File: src/rtl/ttg_pkg.sv
// Shared types, constants and codes for the thermal throttle governor.
`timescale 1ns / 1ps

package ttg_pkg;

    localparam int TEMP_W    = 18;
    localparam int FREQ_W    = 22;
    localparam int CFG_W     = 22;
    localparam int CFG_IDX_W = 4;
    localparam int Q_DEPTH   = 4;
    localparam int Q_AW      = $clog2(Q_DEPTH);

    // Register indexes on the configuration port
    localparam logic [CFG_IDX_W-1:0] REG_SOFT_LIMIT  = 4'd0;
    localparam logic [CFG_IDX_W-1:0] REG_HARD_LIMIT  = 4'd1;
    localparam logic [CFG_IDX_W-1:0] REG_HYSTERESIS  = 4'd2;
    localparam logic [CFG_IDX_W-1:0] REG_SAFE_MAX    = 4'd3;
    localparam logic [CFG_IDX_W-1:0] REG_SAFE_MIN    = 4'd4;
    localparam logic [CFG_IDX_W-1:0] REG_PROFILE_MIN = 4'd5;
    localparam logic [CFG_IDX_W-1:0] REG_PROFILE_MAX = 4'd6;
    localparam logic [CFG_IDX_W-1:0] REG_FALLBACK    = 4'd7;

    // Register reset values
    localparam logic [TEMP_W-1:0] RST_SOFT_LIMIT  = 18'd85000;
    localparam logic [TEMP_W-1:0] RST_HARD_LIMIT  = 18'd95000;
    localparam logic [TEMP_W-1:0] RST_HYSTERESIS  = 18'd5000;
    localparam logic [FREQ_W-1:0] RST_SAFE_MAX    = 22'd1401600;
    localparam logic [FREQ_W-1:0] RST_SAFE_MIN    = 22'd652800;
    localparam logic [FREQ_W-1:0] RST_PROFILE_MIN = 22'd652800;
    localparam logic [FREQ_W-1:0] RST_PROFILE_MAX = 22'd2016000;

    typedef enum logic [1:0] {
        TS_OK        = 2'd0,
        TS_THROTTLED = 2'd1,
        TS_HARD      = 2'd2
    } t_therm;

    typedef enum logic [3:0] {
        EV_NONE         = 4'd0,
        EV_THROTTLE     = 4'd1,
        EV_OVR_ACTIVE   = 4'd2,
        EV_HARD         = 4'd3,
        EV_HARD_OVR_RST = 4'd4,
        EV_RECOVER      = 4'd5,
        EV_OVR_DENIED   = 4'd6,
        EV_OVR_SET      = 4'd7,
        EV_REJECTED     = 4'd8
    } t_event;

    typedef struct packed {
        logic              action;
        logic [TEMP_W-1:0] zone_temp_mc;
        logic              reading_ok;
        logic              last_zone;
        logic              override_value;
    } t_in_req;

    typedef struct packed {
        logic [FREQ_W-1:0] freq_min_khz;
        logic [FREQ_W-1:0] freq_max_khz;
        logic [1:0]        thermal_state;
        logic              override_on;
        logic [TEMP_W-1:0] sweep_max_mc;
        logic [3:0]        event_code;
        logic              limits_changed;
    } t_out_rsp;

    // One queued unit of back-end work: an override request or a sweep end
    typedef struct packed {
        logic              is_req;
        logic              want;
        logic [TEMP_W-1:0] temp;
    } t_qent;

    typedef struct packed {
        logic full;
        logic empty;
    } t_q_stat;

    typedef struct packed {
        logic [TEMP_W-1:0] lim_soft_mc;
        logic [TEMP_W-1:0] lim_hard_mc;
        logic [TEMP_W-1:0] hysteresis;
        logic [FREQ_W-1:0] cap_max_khz;
        logic [FREQ_W-1:0] cap_min_khz;
        logic [FREQ_W-1:0] profile_min;
        logic [FREQ_W-1:0] profile_max;
        logic              fallback;
    } t_cfg;

endpackage

File: src/rtl/ttg_front.sv
// Front end: accepts requests, folds readings into the running maximum, queues work.
`timescale 1ns / 1ps

module ttg_front
    import ttg_pkg::*;
(
    input  logic    i_clk,
    input  logic    i_rst_n,
    input  logic    i_accept,
    input  t_in_req i_req,
    output logic    o_push,
    output t_qent   o_ent
);

    logic [TEMP_W-1:0] r_run_max;
    logic [TEMP_W-1:0] n_run_max;
    logic [TEMP_W-1:0] w_cand;

    // Invalid readings leave the maximum alone
    assign w_cand = (i_req.reading_ok && (i_req.zone_temp_mc > r_run_max))
                    ? i_req.zone_temp_mc : r_run_max;

    always_comb begin
        n_run_max = r_run_max;
        if (i_accept && !i_req.action) begin
            n_run_max = i_req.last_zone ? '0 : w_cand;
        end
    end

    assign o_push       = i_accept && (i_req.action || i_req.last_zone);
    assign o_ent.is_req = i_req.action;
    assign o_ent.want   = i_req.override_value;
    assign o_ent.temp   = w_cand;

    always_ff @(posedge i_clk) begin
        if (!i_rst_n) begin
            r_run_max <= '0;
        end else begin
            r_run_max <= n_run_max;
        end
    end

endmodule

File: src/rtl/ttg_queue.sv
// Small FIFO that decouples the front end from the back end.
`timescale 1ns / 1ps

module ttg_queue
    import ttg_pkg::*;
(
    input  logic    i_clk,
    input  logic    i_rst_n,
    input  logic    i_push,
    input  t_qent   i_ent,
    input  logic    i_pop,
    output t_qent   o_ent,
    output t_q_stat o_stat
);

    t_qent           r_mem [Q_DEPTH];
    logic [Q_AW-1:0] r_wr_ptr;
    logic [Q_AW-1:0] r_rd_ptr;
    logic [Q_AW:0]   r_count;
    logic            w_do_push;
    logic            w_do_pop;

    assign o_stat.full  = (r_count == (Q_AW+1)'(Q_DEPTH));
    assign o_stat.empty = (r_count == '0);
    assign w_do_push    = i_push && !o_stat.full;
    assign w_do_pop     = i_pop && !o_stat.empty;
    assign o_ent        = r_mem[r_rd_ptr];

    always_ff @(posedge i_clk) begin
        if (w_do_push) begin
            r_mem[r_wr_ptr] <= i_ent;
        end
    end

    always_ff @(posedge i_clk) begin
        if (!i_rst_n) begin
            r_wr_ptr <= '0;
            r_rd_ptr <= '0;
            r_count  <= '0;
        end else begin
            if (w_do_push) begin
                r_wr_ptr <= r_wr_ptr + 1'b1;
            end
            if (w_do_pop) begin
                r_rd_ptr <= r_rd_ptr + 1'b1;
            end
            case ({w_do_push, w_do_pop})
                2'b10:   r_count <= r_count + 1'b1;
                2'b01:   r_count <= r_count - 1'b1;
                default: r_count <= r_count;
            endcase
        end
    end

endmodule

File: src/rtl/ttg_back.sv
// Back end: configuration registers, thermal state machine, limits and result register.
`timescale 1ns / 1ps

module ttg_back
    import ttg_pkg::*;
(
    input  logic                 i_clk,
    input  logic                 i_rst_n,
    input  logic                 i_cfg_we,
    input  logic [CFG_IDX_W-1:0] i_cfg_idx,
    input  logic [CFG_W-1:0]     i_cfg_data,
    input  t_qent                i_ent,
    input  t_q_stat              i_stat,
    output logic                 o_pop,
    output logic                 o_out_valid,
    input  logic                 i_out_stall,
    output t_out_rsp             o_out_data
);

    t_cfg              r_cfg;
    t_therm            r_state;
    t_therm            n_state;
    logic              r_override;
    logic              n_override;
    logic [TEMP_W-1:0] r_latched;
    logic [TEMP_W-1:0] n_latched;
    logic              r_out_valid;
    t_out_rsp          r_out;

    t_event            w_event;
    logic              w_changed;
    logic [FREQ_W-1:0] w_lo;
    logic [FREQ_W-1:0] w_hi;
    logic [TEMP_W-1:0] w_hard_rec;
    logic [TEMP_W-1:0] w_soft_rec;
    logic              w_hit_hard;
    logic              w_hit_soft;
    logic              w_below_hard_rec;
    logic              w_below_soft_rec;
    logic              w_reading;
    logic              w_request;

    assign o_pop       = !i_stat.empty && (!r_out_valid || !i_out_stall);
    assign w_request   = o_pop && i_ent.is_req;
    assign w_reading   = o_pop && !i_ent.is_req;

    // Recovery thresholds saturate at zero
    assign w_hard_rec = (r_cfg.lim_hard_mc > r_cfg.hysteresis)
                        ? (r_cfg.lim_hard_mc - r_cfg.hysteresis) : '0;
    assign w_soft_rec = (r_cfg.lim_soft_mc > r_cfg.hysteresis)
                        ? (r_cfg.lim_soft_mc - r_cfg.hysteresis) : '0;

    assign w_hit_hard       = (i_ent.temp >= r_cfg.lim_hard_mc);
    assign w_hit_soft       = (i_ent.temp >= r_cfg.lim_soft_mc);
    assign w_below_hard_rec = (i_ent.temp < w_hard_rec);
    assign w_below_soft_rec = (i_ent.temp < w_soft_rec);

    // Next state
    always_comb begin
        n_state    = r_state;
        n_override = r_override;
        n_latched  = r_latched;
        if (w_request) begin
            if (!r_cfg.fallback && !(i_ent.want && (r_state == TS_HARD))) begin
                n_override = i_ent.want;
            end
        end else if (w_reading) begin
            n_latched = i_ent.temp;
            if (w_hit_hard) begin
                if (r_state != TS_HARD) begin
                    n_state    = TS_HARD;
                    n_override = 1'b0;
                end
            end else if (w_hit_soft) begin
                if (r_state == TS_OK) begin
                    n_state = TS_THROTTLED;
                end
            end else if ((r_state == TS_HARD) && w_below_hard_rec) begin
                n_state = TS_OK;
            end else if ((r_state == TS_THROTTLED) && w_below_soft_rec) begin
                n_state = TS_OK;
            end
        end
    end

    // Event code and limits-changed flag
    always_comb begin
        w_event   = EV_NONE;
        w_changed = 1'b0;
        if (w_request) begin
            if (r_cfg.fallback) begin
                w_event = EV_REJECTED;
            end else if (i_ent.want && (r_state == TS_HARD)) begin
                w_event = EV_OVR_DENIED;
            end else begin
                w_event   = EV_OVR_SET;
                w_changed = 1'b1;
            end
        end else if (w_reading) begin
            if (w_hit_hard) begin
                if (r_state != TS_HARD) begin
                    w_event   = r_override ? EV_HARD_OVR_RST : EV_HARD;
                    w_changed = 1'b1;
                end
            end else if (w_hit_soft) begin
                if (r_state == TS_OK) begin
                    w_event   = r_override ? EV_OVR_ACTIVE : EV_THROTTLE;
                    w_changed = !r_override;
                end
            end else if (((r_state == TS_HARD) && w_below_hard_rec) ||
                         ((r_state == TS_THROTTLED) && w_below_soft_rec)) begin
                w_event   = EV_RECOVER;
                w_changed = 1'b1;
            end
        end
    end

    // Limits from the updated state
    always_comb begin
        w_lo = r_cfg.profile_min;
        w_hi = r_cfg.profile_max;
        case (n_state)
            TS_HARD: begin
                if (r_cfg.cap_max_khz < w_hi) begin
                    w_hi = r_cfg.cap_max_khz;
                end
                if (r_cfg.cap_min_khz < w_lo) begin
                    w_lo = r_cfg.cap_min_khz;
                end
            end
            TS_THROTTLED: begin
                if (!n_override && (r_cfg.cap_max_khz < w_hi)) begin
                    w_hi = r_cfg.cap_max_khz;
                end
            end
            default: begin
            end
        endcase
    end

    always_ff @(posedge i_clk) begin
        if (!i_rst_n) begin
            r_cfg.lim_soft_mc <= RST_SOFT_LIMIT;
            r_cfg.lim_hard_mc <= RST_HARD_LIMIT;
            r_cfg.hysteresis  <= RST_HYSTERESIS;
            r_cfg.cap_max_khz <= RST_SAFE_MAX;
            r_cfg.cap_min_khz <= RST_SAFE_MIN;
            r_cfg.profile_min <= RST_PROFILE_MIN;
            r_cfg.profile_max <= RST_PROFILE_MAX;
            r_cfg.fallback    <= 1'b0;
        end else if (i_cfg_we) begin
            case (i_cfg_idx)
                REG_SOFT_LIMIT:  r_cfg.lim_soft_mc <= i_cfg_data[TEMP_W-1:0];
                REG_HARD_LIMIT:  r_cfg.lim_hard_mc <= i_cfg_data[TEMP_W-1:0];
                REG_HYSTERESIS:  r_cfg.hysteresis  <= i_cfg_data[TEMP_W-1:0];
                REG_SAFE_MAX:    r_cfg.cap_max_khz <= i_cfg_data[FREQ_W-1:0];
                REG_SAFE_MIN:    r_cfg.cap_min_khz <= i_cfg_data[FREQ_W-1:0];
                REG_PROFILE_MIN: r_cfg.profile_min <= i_cfg_data[FREQ_W-1:0];
                REG_PROFILE_MAX: r_cfg.profile_max <= i_cfg_data[FREQ_W-1:0];
                REG_FALLBACK:    r_cfg.fallback    <= i_cfg_data[0];
                default: begin
                end
            endcase
        end
    end

    always_ff @(posedge i_clk) begin
        if (!i_rst_n) begin
            r_state     <= TS_OK;
            r_override  <= 1'b0;
            r_latched   <= '0;
            r_out_valid <= 1'b0;
        end else begin
            r_state    <= n_state;
            r_override <= n_override;
            r_latched  <= n_latched;
            if (o_pop) begin
                r_out_valid <= 1'b1;
            end else if (!i_out_stall) begin
                r_out_valid <= 1'b0;
            end
        end
    end

    always_ff @(posedge i_clk) begin
        if (o_pop) begin
            r_out.freq_min_khz   <= w_lo;
            r_out.freq_max_khz   <= w_hi;
            r_out.thermal_state  <= n_state;
            r_out.override_on    <= n_override;
            r_out.sweep_max_mc   <= n_latched;
            r_out.event_code     <= w_event;
            r_out.limits_changed <= w_changed;
        end
    end

    assign o_out_valid = r_out_valid;
    assign o_out_data  = r_out;

endmodule

File: src/rtl/thermal_throttle_governor_core.sv
// Top level of the thermal throttle governor: front end, work queue, back end.
`timescale 1ns / 1ps

// Usage:
//   Input channel (i_in_valid / o_in_stall / i_in_data): one request per cycle,
//   either a zone temperature reading or an override request. A request is
//   taken on a rising edge with i_in_valid high and o_in_stall low.
//   Readings that are not the last of a sweep only update the running maximum
//   and give no result. A sweep end or an override request gives one result.
//   Output channel (o_out_valid / i_out_stall / o_out_data): results leave in
//   request order from a registered output stage.
//   Throughput is one request per cycle while o_in_stall is low. The accepting
//   edge writes the work queue through the front end; a later edge runs the
//   back end state update, loads the output register and raises o_out_valid.
//   The four-entry work queue lets the front keep taking requests while the
//   receiver stalls; o_in_stall rises only when the queue is full.
//   Configuration (i_cfg_we / i_cfg_idx / i_cfg_data) writes one register per
//   cycle; unknown indexes are dropped. Write only while the block is idle;
//   the block does not enforce it. Synchronous reset (i_rst_n low) restores
//   the register defaults, clears the running and latched maxima, the thermal
//   state and the override, and empties the queue and the output stage.

module thermal_throttle_governor_core
    import ttg_pkg::*;
(
    input  logic                 i_clk,
    input  logic                 i_rst_n,
    input  logic                 i_cfg_we,
    input  logic [CFG_IDX_W-1:0] i_cfg_idx,
    input  logic [CFG_W-1:0]     i_cfg_data,
    input  logic                 i_in_valid,
    output logic                 o_in_stall,
    input  t_in_req              i_in_data,
    output logic                 o_out_valid,
    input  logic                 i_out_stall,
    output t_out_rsp             o_out_data
);

    logic    w_accept;
    logic    w_push;
    logic    w_pop;
    t_qent   w_push_ent;
    t_qent   w_head_ent;
    t_q_stat w_q_stat;

    // Stall only on a full queue, so readings keep flowing while results wait
    assign o_in_stall = w_q_stat.full;
    assign w_accept   = i_in_valid && !o_in_stall;

    // Classify and fold readings
    ttg_front u_front (
        .i_clk   (i_clk),
        .i_rst_n (i_rst_n),
        .i_accept(w_accept),
        .i_req   (i_in_data),
        .o_push  (w_push),
        .o_ent   (w_push_ent)
    );

    // Hold work for the back end
    ttg_queue u_queue (
        .i_clk  (i_clk),
        .i_rst_n(i_rst_n),
        .i_push (w_push),
        .i_ent  (w_push_ent),
        .i_pop  (w_pop),
        .o_ent  (w_head_ent),
        .o_stat (w_q_stat)
    );

    // Advance the thermal state and build results
    ttg_back u_back (
        .i_clk      (i_clk),
        .i_rst_n    (i_rst_n),
        .i_cfg_we   (i_cfg_we),
        .i_cfg_idx  (i_cfg_idx),
        .i_cfg_data (i_cfg_data),
        .i_ent      (w_head_ent),
        .i_stat     (w_q_stat),
        .o_pop      (w_pop),
        .o_out_valid(o_out_valid),
        .i_out_stall(i_out_stall),
        .o_out_data (o_out_data)
    );

endmodule

File: config.mk
export PLATFORM = sky130hd
export DESIGN_NAME = thermal_throttle_governor_core
export DESIGN_NICKNAME = d
export VERILOG_FILES = /design/src/rtl/ttg_pkg.sv /design/src/rtl/ttg_front.sv /design/src/rtl/ttg_queue.sv /design/src/rtl/ttg_back.sv /design/src/rtl/thermal_throttle_governor_core.sv
export SDC_FILE = /design/constraint.sdc
export NUM_CORES = 1
export LEC_CHECK = 0
export BUFFER_PORTS_ARGS = -buffer_cell sky130_fd_sc_hd__buf_2
export CELL_PAD_IN_SITES_DETAIL_PLACEMENT = 1
export CELL_PAD_IN_SITES_GLOBAL_PLACEMENT = 2
export CORE_ASPECT_RATIO = 2
export CORE_MARGIN = 8
export CORE_UTILIZATION = 43
export CTS_CLUSTER_DIAMETER = 150
export DETAILED_ROUTE_END_ITERATION = 12
export GPL_TIMING_DRIVEN = 0
export PLACE_DENSITY_LB_ADDON = 0.1
export SYNTH_ARGS = -nofsm -noshare
export SYNTH_HDL_FRONTEND = slang
export SYNTH_HIERARCHICAL = 1
export SYNTH_SLANG_ARGS = --single-unit
File: constraint.sdc
create_clock -name i_clk -period 15.5 [get_ports i_clk]
set_input_delay 3.1 -clock i_clk [delete_from_list [all_inputs] [get_ports i_clk]]
set_output_delay 3.1 -clock i_clk [all_outputs]
set_load 0.02 [all_outputs]
==> impl_metrics.ini, run 1 <==
[outcome]
status = finished clean

[placed_design]
dpl_worst_slack_ps = 7836
placed_cells = 2494
hpwl_um = 46580
gp_congestion = 0.8684
io_buffer_count = 121

[die]
die_w_um = 160.8
pin_count = 125
die_y_um = 305.5
rows = 106
die-area_sq_mm = 0.04911
core_region_area_sq_mm = 0.04164
start_util_pct = 43.27

[worst_setup_path]
r2r_cells = 27
cp-end-kind = flop
startpoint_type = flop
worstPathMaxFanout = 10
worst-setup-path-type = flop to flop
reg2reg_to = u_back/o_out_data[26]
r2r_slack_ps = 8000
cp.arrival_ps = 7930
r2r_start = u_back/r_cfg[107]
required_ps = 15940

[drt]
drc = 0
dr.pass1.iters = 5
ant_nets = 0
drt_iter0_drc = 481
viasPerCell = 5.586
wirelength_um = 58790
post_drt_wl_per_cell_um = 23.04
dr_total_vias = 14260

[power]
power.leakage_nw = 7.983
powerDensity_mw_per_mm2 = 149.2
vdd_drop_max_v = 0.0001369

[sta]
post-route-worst-setup-slack_ps = 8004
fmax_mhz = 133.4
period_needed_ps = 7496
min_period_over_period_pct = 48.36
rsz0062_at_grt = false
clock_skew_ps = 19.11
finalSetupViolCount = 0
slew_headroom_pct = 21.42
slew_viol_final = 0
tightest_slew_ps = 1179
final-hold-violation-count = 0
tns_ps = 0

[clock_tree]
clk_latency_ps = 600
cts_buffers = 31
post_cts.repair.setup_buffers = 0
cts.path.max_buffers = 3
htreeDepth = 1
clock-sinks = 342
cts_tree = built
cts_hold_buf = 0
root_buffer = clkbuf_16
clk_pin_slew_ps = 60
cts_resized = 0

[final_layout]
regArea_sq_mm = 0.008348
fillCellCount = 4751
drive_gt1_share_pct = 13.07
finalNetCount = 2217
multi_input_area_sq_mm = 0.008833
antenna_cells = 0
area_growth_pct = 12.91
fin_cells = 2552
finish.utilization_pct = 48.86

[grt]
antenna_found_initial = 0
overflow = 0
grt_pass1_vias = 15680
grt_usage_pct = 23.70
grt_max_degree = 33
grt_pass1_wl_um = 89510

[logic_synthesis]
ys_seq_area_share_pct = 46.32
synth_top_cell_area_share_pct = 24.99
yosys_most_used_dff = dfxtp_1
synth.distinct_cells = 84
synth_edf_count = 150
ys_async_sr_fraction_pct = 0
synthTopCellsByArea = edfxtp_1 (25%), dfxtp_1 (21%), ha_1 (12%), nand2_1 (8.1%), a21oi_1 (4.5%)
syn-cell-area_sq_mm = 0.01802
syn_area_per_cell_sq_um = 9.842
syn_inst = 1831
yosys_warnings = 6
synth_top_area_cell = edfxtp_1
ys_ff_latch = 342
syn_nets = 2061

[min_path]
hp-start = u_back/r_cfg[94]
hold_depth = 2
min-delay-path-class = flop to flop
min_delay_worst_endpoint = u_back/r_cfg[94]

[flow_run]
max-cap-violations = 0
==> metrics by stage <==
stage	total power (W)	hold slack, ps	cell area, sq um
CTS	0.003078	461.7	20350
detailed placement	0.002298	452.9	19350
global placement	0.002258	443.8	19300
floorplan	0.001874	436.3	18020
global route	0.003184	493.1	20350
finish	0.003036	456.7	20350
==> kinds of logic (layout without fill, tap and decap cells) <==
family | Yosys count | count (layout) | share of synthesized area (%)
and+or+nand+nor | 607 | 607 | 15.33
AOI/OAI and AO/OA | 403 | 403 | 14.59
DFF | 342 | 342 | 46.32
buffers and inverters | 209 | 390 | 4.700
adders and majority gates | 177 | 177 | 12.41
muxes | 64 | 64 | 5.228
xor gates and xnor gates | 29 | 29 | 1.409
==> state kept, by name, summed over array words and instances, names as in the netlist, named ones only <==
name and count:
u_queue/r_wr_ptr 2, u_back/o_out_valid 1, u_back/o_out_data 70, u_queue/r_rd_ptr 2, u_back/r_state 2, u_queue/r_count 3
u_queue/r_mem 80, u_front/r_run_max 18, u_back/r_latched 18, u_back/r_cfg 143, u_back/r_override 1
==> layout make-up <==
cell class,instances,area share [%]
buffer,80,1.783
clock buffer,49,4.452
clock inverter,9,0.4550
inverter,129,2.380
multi-input combinational,1280,43.41
sequential,342,41.03
tap,540,3.320
timing repair buffer,123,3.173
==> power breakdown <==
| part | switching (W) | total [W] | leakage, nW | internal, W |
|---|---|---|---|---|
| sequential | 0.0000512 | 0.00119 | 2.96 | 0.00114 |
| combinational | 0.000713 | 0.00108 | 4.54 | 0.000366 |
| clock | 0.000346 | 0.000766 | 0.481 | 0.000421 |
| total | 0.00111 | 0.00304 | 7.98 | 0.00193 |
==> cell usage in the layout, fill, tap and decap left out, types with 4 or more instances in the layout <==
cell type    n
and2_1      29
nand3b_1     7
a31oi_1      4
nand3_1     32
inv_1      127
o21a_1       6
o31ai_1      4
o211ai_1    39
mux2_2      21
edfxtp_1   150
buf_6        5
a211oi_1     9
mux4_2      20
nor3_1      14
nand2_1    391
a211o_1      5
a22o_1      23
nor3b_1      4
clkbuf_1    73
nand4_1     20
o22ai_1      8
and4_1       6
and3_1       6
xor2_1      15
a21oi_1    162
dfxtp_1    192
nand2b_1    10
buf_2      132
o22ai_2     10
o21ai_0     64
nor2_1      45
clkbuf_16   33
or3_1        8
ha_1       174
xnor2_1     14
a21o_1      24
mux2_1      20
nor2b_1     13
a31o_2       6
==> cell usage after synthesis (11+ instances only) <==
| library cell | n |
|---|---|
| nor2_1 | 45 |
| ha_1 | 174 |
| clkbuf_1 | 59 |
| dfxtp_1 | 192 |
| a22o_1 | 23 |
| nand2_1 | 391 |
| and2_1 | 29 |
| nor2b_1 | 13 |
| inv_1 | 127 |
| mux2_1 | 20 |
| xor2_1 | 15 |
| a21oi_1 | 162 |
| a21o_1 | 24 |
| o211ai_1 | 39 |
| nor3_1 | 14 |
| o21ai_0 | 64 |
| buf_2 | 11 |
| nand3_1 | 32 |
| edfxtp_1 | 150 |
| mux2_2 | 21 |
| nand4_1 | 20 |
| xnor2_1 | 14 |
| mux4_2 | 20 |
==> worst max-delay path, stage by stage, from the launching register on <==
cell and delay (ps):
dfxtp_1 390, inv_1 60, ha_1 200, inv_1 80, fa_1 210, nand3_1 120
a21oi_1 290, o31ai_1 190, a21oi_1 150, nor2_1 60, a21oi_1 550, clkbuf_1 430
nand2_1 110, ha_1 320, nand4_1 90, nor2_1 80, a2111oi_0 700, o21ai_0 240
a2111oi_2 610, nand2_1 120, a22o_1 360, ha_1 350, nor2_1 60, nand3b_1 80
o32ai_1 80, a21oi_1 420, clkbuf_1 710, a22o_1 270
==> routing by layer <==
metal  part of all wire, %  track usage [%]
met1                    35            23.13
met2                    56            47.51
met3                   2.8            2.383
met4                   5.6            12.22
met5                     0                0
==> worst max-delay path by stage <==
stage          cells after the start              start                    end
2_1_floorplan                     13        i_out_stall  u_back/o_out_data[34]
3_3_place_gp                      13        i_out_stall  u_back/o_out_data[26]
3_5_place_dp                      14        i_out_stall  u_back/o_out_data[26]
4_1_cts                           26   u_back/r_cfg[89]  u_back/o_out_data[26]
5_1_grt                           28  u_back/r_cfg[107]  u_back/o_out_data[26]
6_report                          27  u_back/r_cfg[107]  u_back/o_out_data[26]
No activity file was read; power rests on OpenSTA's default activity.
==> inputs of run 2 (changes only) <==
Settings changed: CORE_UTILIZATION 43 to 39.
Clock period 15.5 ns to 6.92 ns, I/O delays scaled along.
==> impl_metrics.ini, run 2 (synthesized netlist as in run 1, its figures left out) <==
[outcome]
status = finished clean

[flow_run]
max-cap-violations = 0

[power]
power.leakage_nw = 8.083
p_seq_share_pct = 37.7
clockPowerShare_pct = 27.7
intPower_w = 0.004514
p_comb_share_pct = 34.6
powerDensity_mw_per_mm2 = 343.3
switching_power_w = 0.002557
vdd_drop_max_v = 0.0002025
swShare_pct = 36.16

[min_path]
min-delay-path-class = flop to flop

[die]
start_util_pct = 39.44
die_y_um = 320
die_w_um = 168
core_region_area_sq_mm = 0.04569
pin_count = 125
rows = 111
die-area_sq_mm = 0.05376

[final_layout]
finalNetCount = 2220
largest_reg_flops = 143
final_common_cell = nand2_1
multi_input_area_sq_mm = 0.008876
fillCellCount = 5249
drive_gt1_share_pct = 13.99
area_growth_pct = 14.30
final_cell_mix = nand2_1 (391), dfxtp_1 (192), ha_1 (174)
regArea_sq_mm = 0.008348
antenna_cells = 0
top_register = u_back/r_cfg

[clock_tree]
cts_buffers = 34
clk_pin_slew_ps = 60
clk_latency_ps = 540
cts.path.max_buffers = 3
root_buffer = clkbuf_16
cts_tree = built
post_cts.repair.setup_buffers = 0
htreeDepth = 2
clock-sinks = 342

[placed_design]
dpl_worst_slack_ps = -660.9
gp_congestion = 0.8828
io_buffer_count = 121
hpwl_um = 47310

[sta]
tightest_slew_ps = 1190
slew_viol_final = 0
finalSetupViolCount = 0
slew_headroom_pct = 20.66
tns_ps = 0
post-route-worst-setup-slack_ps = 372.3
fmax_mhz = 152.7
period_needed_ps = 6548
clock_skew_ps = 29.84
min_period_over_period_pct = 94.62
rsz0062_at_grt = false
final-hold-violation-count = 0
holdWs_ps = 458.6

[worst_setup_path]
cp-end-kind = flop
cp.arrival_ps = 6820
worstPathMaxFanout = 10
startpoint_type = flop
required_ps = 7200
worst-setup-path-type = flop to flop

[drt]
drt_iter0_drc = 605
viasPerCell = 5.486
drc = 0
wirelength_um = 60000
dr_total_vias = 14160
post_drt_wl_per_cell_um = 23.25
ant_nets = 0
dr.pass1.iters = 4

[grt]
grt_pass1_vias = 15570
antenna_found_initial = 0
grt_max_degree = 33
overflow = 0
grt_usage_pct = 22.21
grt_pass1_wl_um = 91240
[run 2: cell count changes in the layout (fill, tap and decap cells not counted), moves of 3 or more]
| cell | previous run | this run |
|---|---|---|
| clkbuf_1 | 73 | 60 |
| clkinv_1 | 2 | 5 |
| clkbuf_2 | 0 | 3 |
| clkinv_2 | 2 | 5 |
| bufinv_16 | 1 | 4 |
[run 2: power by group through the flow]
stage	Sequential, W	Clock [W]	Combinational (W)
after global routing	0.00270	0.00208	0.00265
after CTS	0.00267	0.00202	0.00248
after floorplan	0.00296	0	0.00124
after global placement	0.00274	0	0.00235
final	0.00267	0.00196	0.00245
after detailed placement	0.00271	0	0.00245
[run 2: path summary, 6_finish.rpt]
kind,startpoint,end,slack [ps],depth (start not counted)
setup reg to reg,u_back/r_cfg[89],u_back/o_out_data[30],370,27
hold reg to reg,u_back/r_cfg[106],u_back/r_cfg[106],460,2
hold / removal,u_back/r_cfg[106],u_back/r_cfg[106],460,2
setup / recovery,u_back/r_cfg[89],u_back/o_out_data[30],370,27
[run 2: final cells by class]
cell class	instances	share of cell area (%)
repair buffers	123	3.134
clock inverters	19	1.075
flip-flops and latches	342	40.53
plain buffers	80	1.792
multi-input cells	1280	43.09
well taps	565	3.432
inverters	129	2.351
clock buffers	43	4.592
[run 2: metrics by stage]
step / instance area [sq um] / power [W] / utilization (%) / instances
2_1_floorplan: 18020 / 0.004197 / - / 1831
3_5_place_dp: 19380 / 0.005160 / 42.42 / 2519
5_1_grt: 20600 / 0.007426 / 45.08 / 2581
4_1_cts: 20570 / 0.007167 / 45.03 / 2581
3_3_place_gp: 19330 / 0.005092 / 42.31 / 2517
6_report: 20600 / 0.007071 / 45.08 / 2581
[run 2: worst max-delay path, cell delays in order, from the launching register on]
cell and delay (ps):
dfxtp_1 370, ha_1 240, inv_1 70, fa_1 230, a211oi_1 110, o21bai_1 240
o21ai_1 150, a21oi_1 410, a21oi_1 160, a31oi_2 430, buf_2 340, nand2_1 100
ha_1 300, a21oi_1 150, o21ai_0 90, a21oi_1 260, o21ai_0 180, a2111oi_0 460
a21oi_1 180, nand2b_1 190, a21o_1 210, ha_1 260, nor2_1 130, nand2_1 130
nor2_1 170, a21oi_2 130, clkbuf_2 330, a22o_1 280
[run 2: repair_timing]
item	in CTS	in global routing
hold buffers	0	0
setup endpoints to repair	44	40
resized for setup	7	6
[run 2: routing by layer]
metal	routed length (um)	global-route usage, %	vias to the layer above
met5	0	0	-
met4	3010	10.84	0
met3	1613	2.295	100
met2	33500	44.16	255
met1	21870	22.24	6992
li1	-	-	6812
==> inputs of run 3 (changes only) <==
Settings changed: CELL_PAD_IN_SITES_DETAIL_PLACEMENT 1 to unset, CELL_PAD_IN_SITES_GLOBAL_PLACEMENT 2 to unset, CORE_UTILIZATION 39 to 45, PLACE_DENSITY_LB_ADDON 0.1 to unset.
==> impl_metrics.ini, run 3 (synthesized netlist as in run 1, its figures left out) <==
[die]
core_region_area_sq_mm = 0.03956
pin_count = 125
rows = 103
die_w_um = 157.5
die_y_um = 299.0
die-area_sq_mm = 0.04709
start_util_pct = 45.55

[clock_tree]
clk_latency_ps = 550
cts.path.max_buffers = 3
post_cts.repair.setup_buffers = 0
clk_pin_slew_ps = 70
htreeDepth = 2
clock-sinks = 342
cts_tree = built
cts_buffers = 35
root_buffer = clkbuf_16

[final_layout]
final_common_cell = nand2_1
multi_input_area_sq_mm = 0.008869
fillCellCount = 3696
regArea_sq_mm = 0.008348
top_register = u_back/r_cfg
finalNetCount = 2221
final_cell_area_sq_mm = 0.02055
drive_gt1_share_pct = 13.73
antenna_cells = 0
finish.utilization_pct = 51.93
largest_reg_flops = 143
final_cell_mix = nand2_1 (391), dfxtp_1 (192), ha_1 (174)
area_growth_pct = 14.02

[placed_design]
place_area_sq_mm = 0.01933
gp_congestion = 0.9833
io_buffer_count = 121
hpwl_um = 43350

[power]
p_seq_share_pct = 38.3
power.leakage_nw = 8.076
vdd_drop_max_v = 0.0003331
switching_power_w = 0.002424
swShare_pct = 35.07
powerDensity_mw_per_mm2 = 336.4
clockPowerShare_pct = 28.3
intPower_w = 0.004487
p_comb_share_pct = 33.4

[sta]
slew_headroom_pct = 21.81
clock_skew_ps = 19.71
finalSetupViolCount = 0
slew_viol_final = 0
tightest_slew_ps = 1161
period_needed_ps = 6534
fmax_mhz = 153.1
min_period_over_period_pct = 94.42
final-hold-violation-count = 0
tns_ps = 0

[worst_setup_path]
r2r_slack_ps = 390
cp_slowest_cell = a41oi_1
critPathMostFrequentCell = a21oi_1
cp.buffers_inverters = 2
crit_chain = inv_1 > ha_1 > nor2b_1 > o21ai_0 > a21oi_1 > o41a_1 > a41oi_1 > a21oi_1 > xor2_1 > nand2_1 > ha_1 > a21oi_1 > nor2_1 > a211oi_2 > o21ai_0 > a2111oi_0 > a21oi_1 > nand2b_1 > a21o_1 > ha_1 > nand4b_1 > a21oi_2 > buf_6 > mux2_1
required_ps = 7190
critical-path-max-stage-delay_ps = 560
cp-end-kind = flop
worstPathMaxFanout = 10
cp_top_family = compound AO/OA/AOI/OAI gates
startpoint_type = flop
cp.arrival_ps = 6800
worst-setup-path-type = flop to flop

[drt]
wirelength_um = 55790
viasPerCell = 5.543
drc = 0
drt_iter0_drc = 581
post_drt_wl_per_cell_um = 21.94
ant_nets = 0
dr.pass1.iters = 5
dr_total_vias = 14100

[grt]
grt_max_degree = 30
grt_pass1_wl_um = 83870
grt_usage_pct = 23.91
grt_pass1_vias = 14640
overflow = 0
antenna_found_initial = 0

[min_path]
min-delay-path-class = flop to flop

[flow_run]
max-cap-violations = 0

[outcome]
status = finished clean
-- run 3: changes by cell type in the layout (fill, tap and decap cells not counted), sizes merged --
| cell | before | now |
|---|---|---|
| inv | 132 | 131 |
| bufinv | 4 | 3 |
| buf | 143 | 145 |
| clkbuf | 103 | 102 |
| clkinvlp | 0 | 3 |
-- run 3: worst paths after layout --
check                   startpoint                    end  cells past startpoint
setup / recovery  u_back/r_cfg[90]  u_back/o_out_data[49]                     24
hold / removal    u_back/r_cfg[95]       u_back/r_cfg[95]                      2
setup reg to reg  u_back/r_cfg[90]  u_back/o_out_data[49]                     24
hold reg to reg   u_back/r_cfg[95]       u_back/r_cfg[95]                      2
-- run 3: cell type report --
class,count,area share [%]
multi-input combinational,1280,43.16
sequential,342,40.63
clock buffer,44,4.731
tap,525,3.197
timing repair buffer,123,3.142
inverter,129,2.357
buffer,80,1.766
clock inverter,20,1.017
-- run 3: power by group through the flow --
| stage | Sequential (W) | Clock (W) | Combinational (W) |
|---|---|---|---|
| global route | 0.00268 | 0.00207 | 0.00252 |
| detailed placement | 0.00269 | 0 | 0.00232 |
| finish | 0.00265 | 0.00196 | 0.00231 |
| floorplan | 0.00296 | 0 | 0.00124 |
| CTS | 0.00265 | 0.00200 | 0.00233 |
| global placement | 0.00272 | 0 | 0.00224 |
-- run 3: per-stage QoR --
stage,worst slack [ps],cells,total power (W),hold WS (ps)
after global routing,-42.38,2543,0.007269,481.5
after floorplan,1046,1831,0.004197,436.3
after detailed placement,200.9,2479,0.005015,450.6
after global placement,-835.6,2477,0.004963,442.4
final,386.4,2543,0.006911,460.8
after CTS,187.7,2543,0.006978,459.7
-- run 3: what timing repair did --
| action | in CTS | in global routing |
|---|---|---|
| resized for setup | 0 | 6 |
| setup endpoints to repair | 0 | 44 |
| hold buffers | 0 | 0 |
-- run 3: worst register-to-register path, cell delays in order, from the launching register on --
cell	delay [ps]
dfxtp_1	320
inv_1	260
ha_1	310
nor2b_1	130
o21ai_0	230
a21oi_1	160
o41a_1	410
a41oi_1	560
a21oi_1	160
xor2_1	180
nand2_1	80
ha_1	300
a21oi_1	140
nor2_1	80
a211oi_2	400
o21ai_0	170
a2111oi_0	420
a21oi_1	190
nand2b_1	180
a21o_1	170
ha_1	320
nand4b_1	170
a21oi_2	300
buf_6	220
mux2_1	400
-- run 3: metal layers --
metal / part of all wire (%) / vias to the layer above / global-route usage (%)
met5: 0 / - / 0
met4: 9.8 / 0 / 20.43
met3: 5.2 / 210 / 4.280
met2: 53 / 429 / 45.04
met1: 32 / 6639 / 21.09
li1: - / 6819 / -
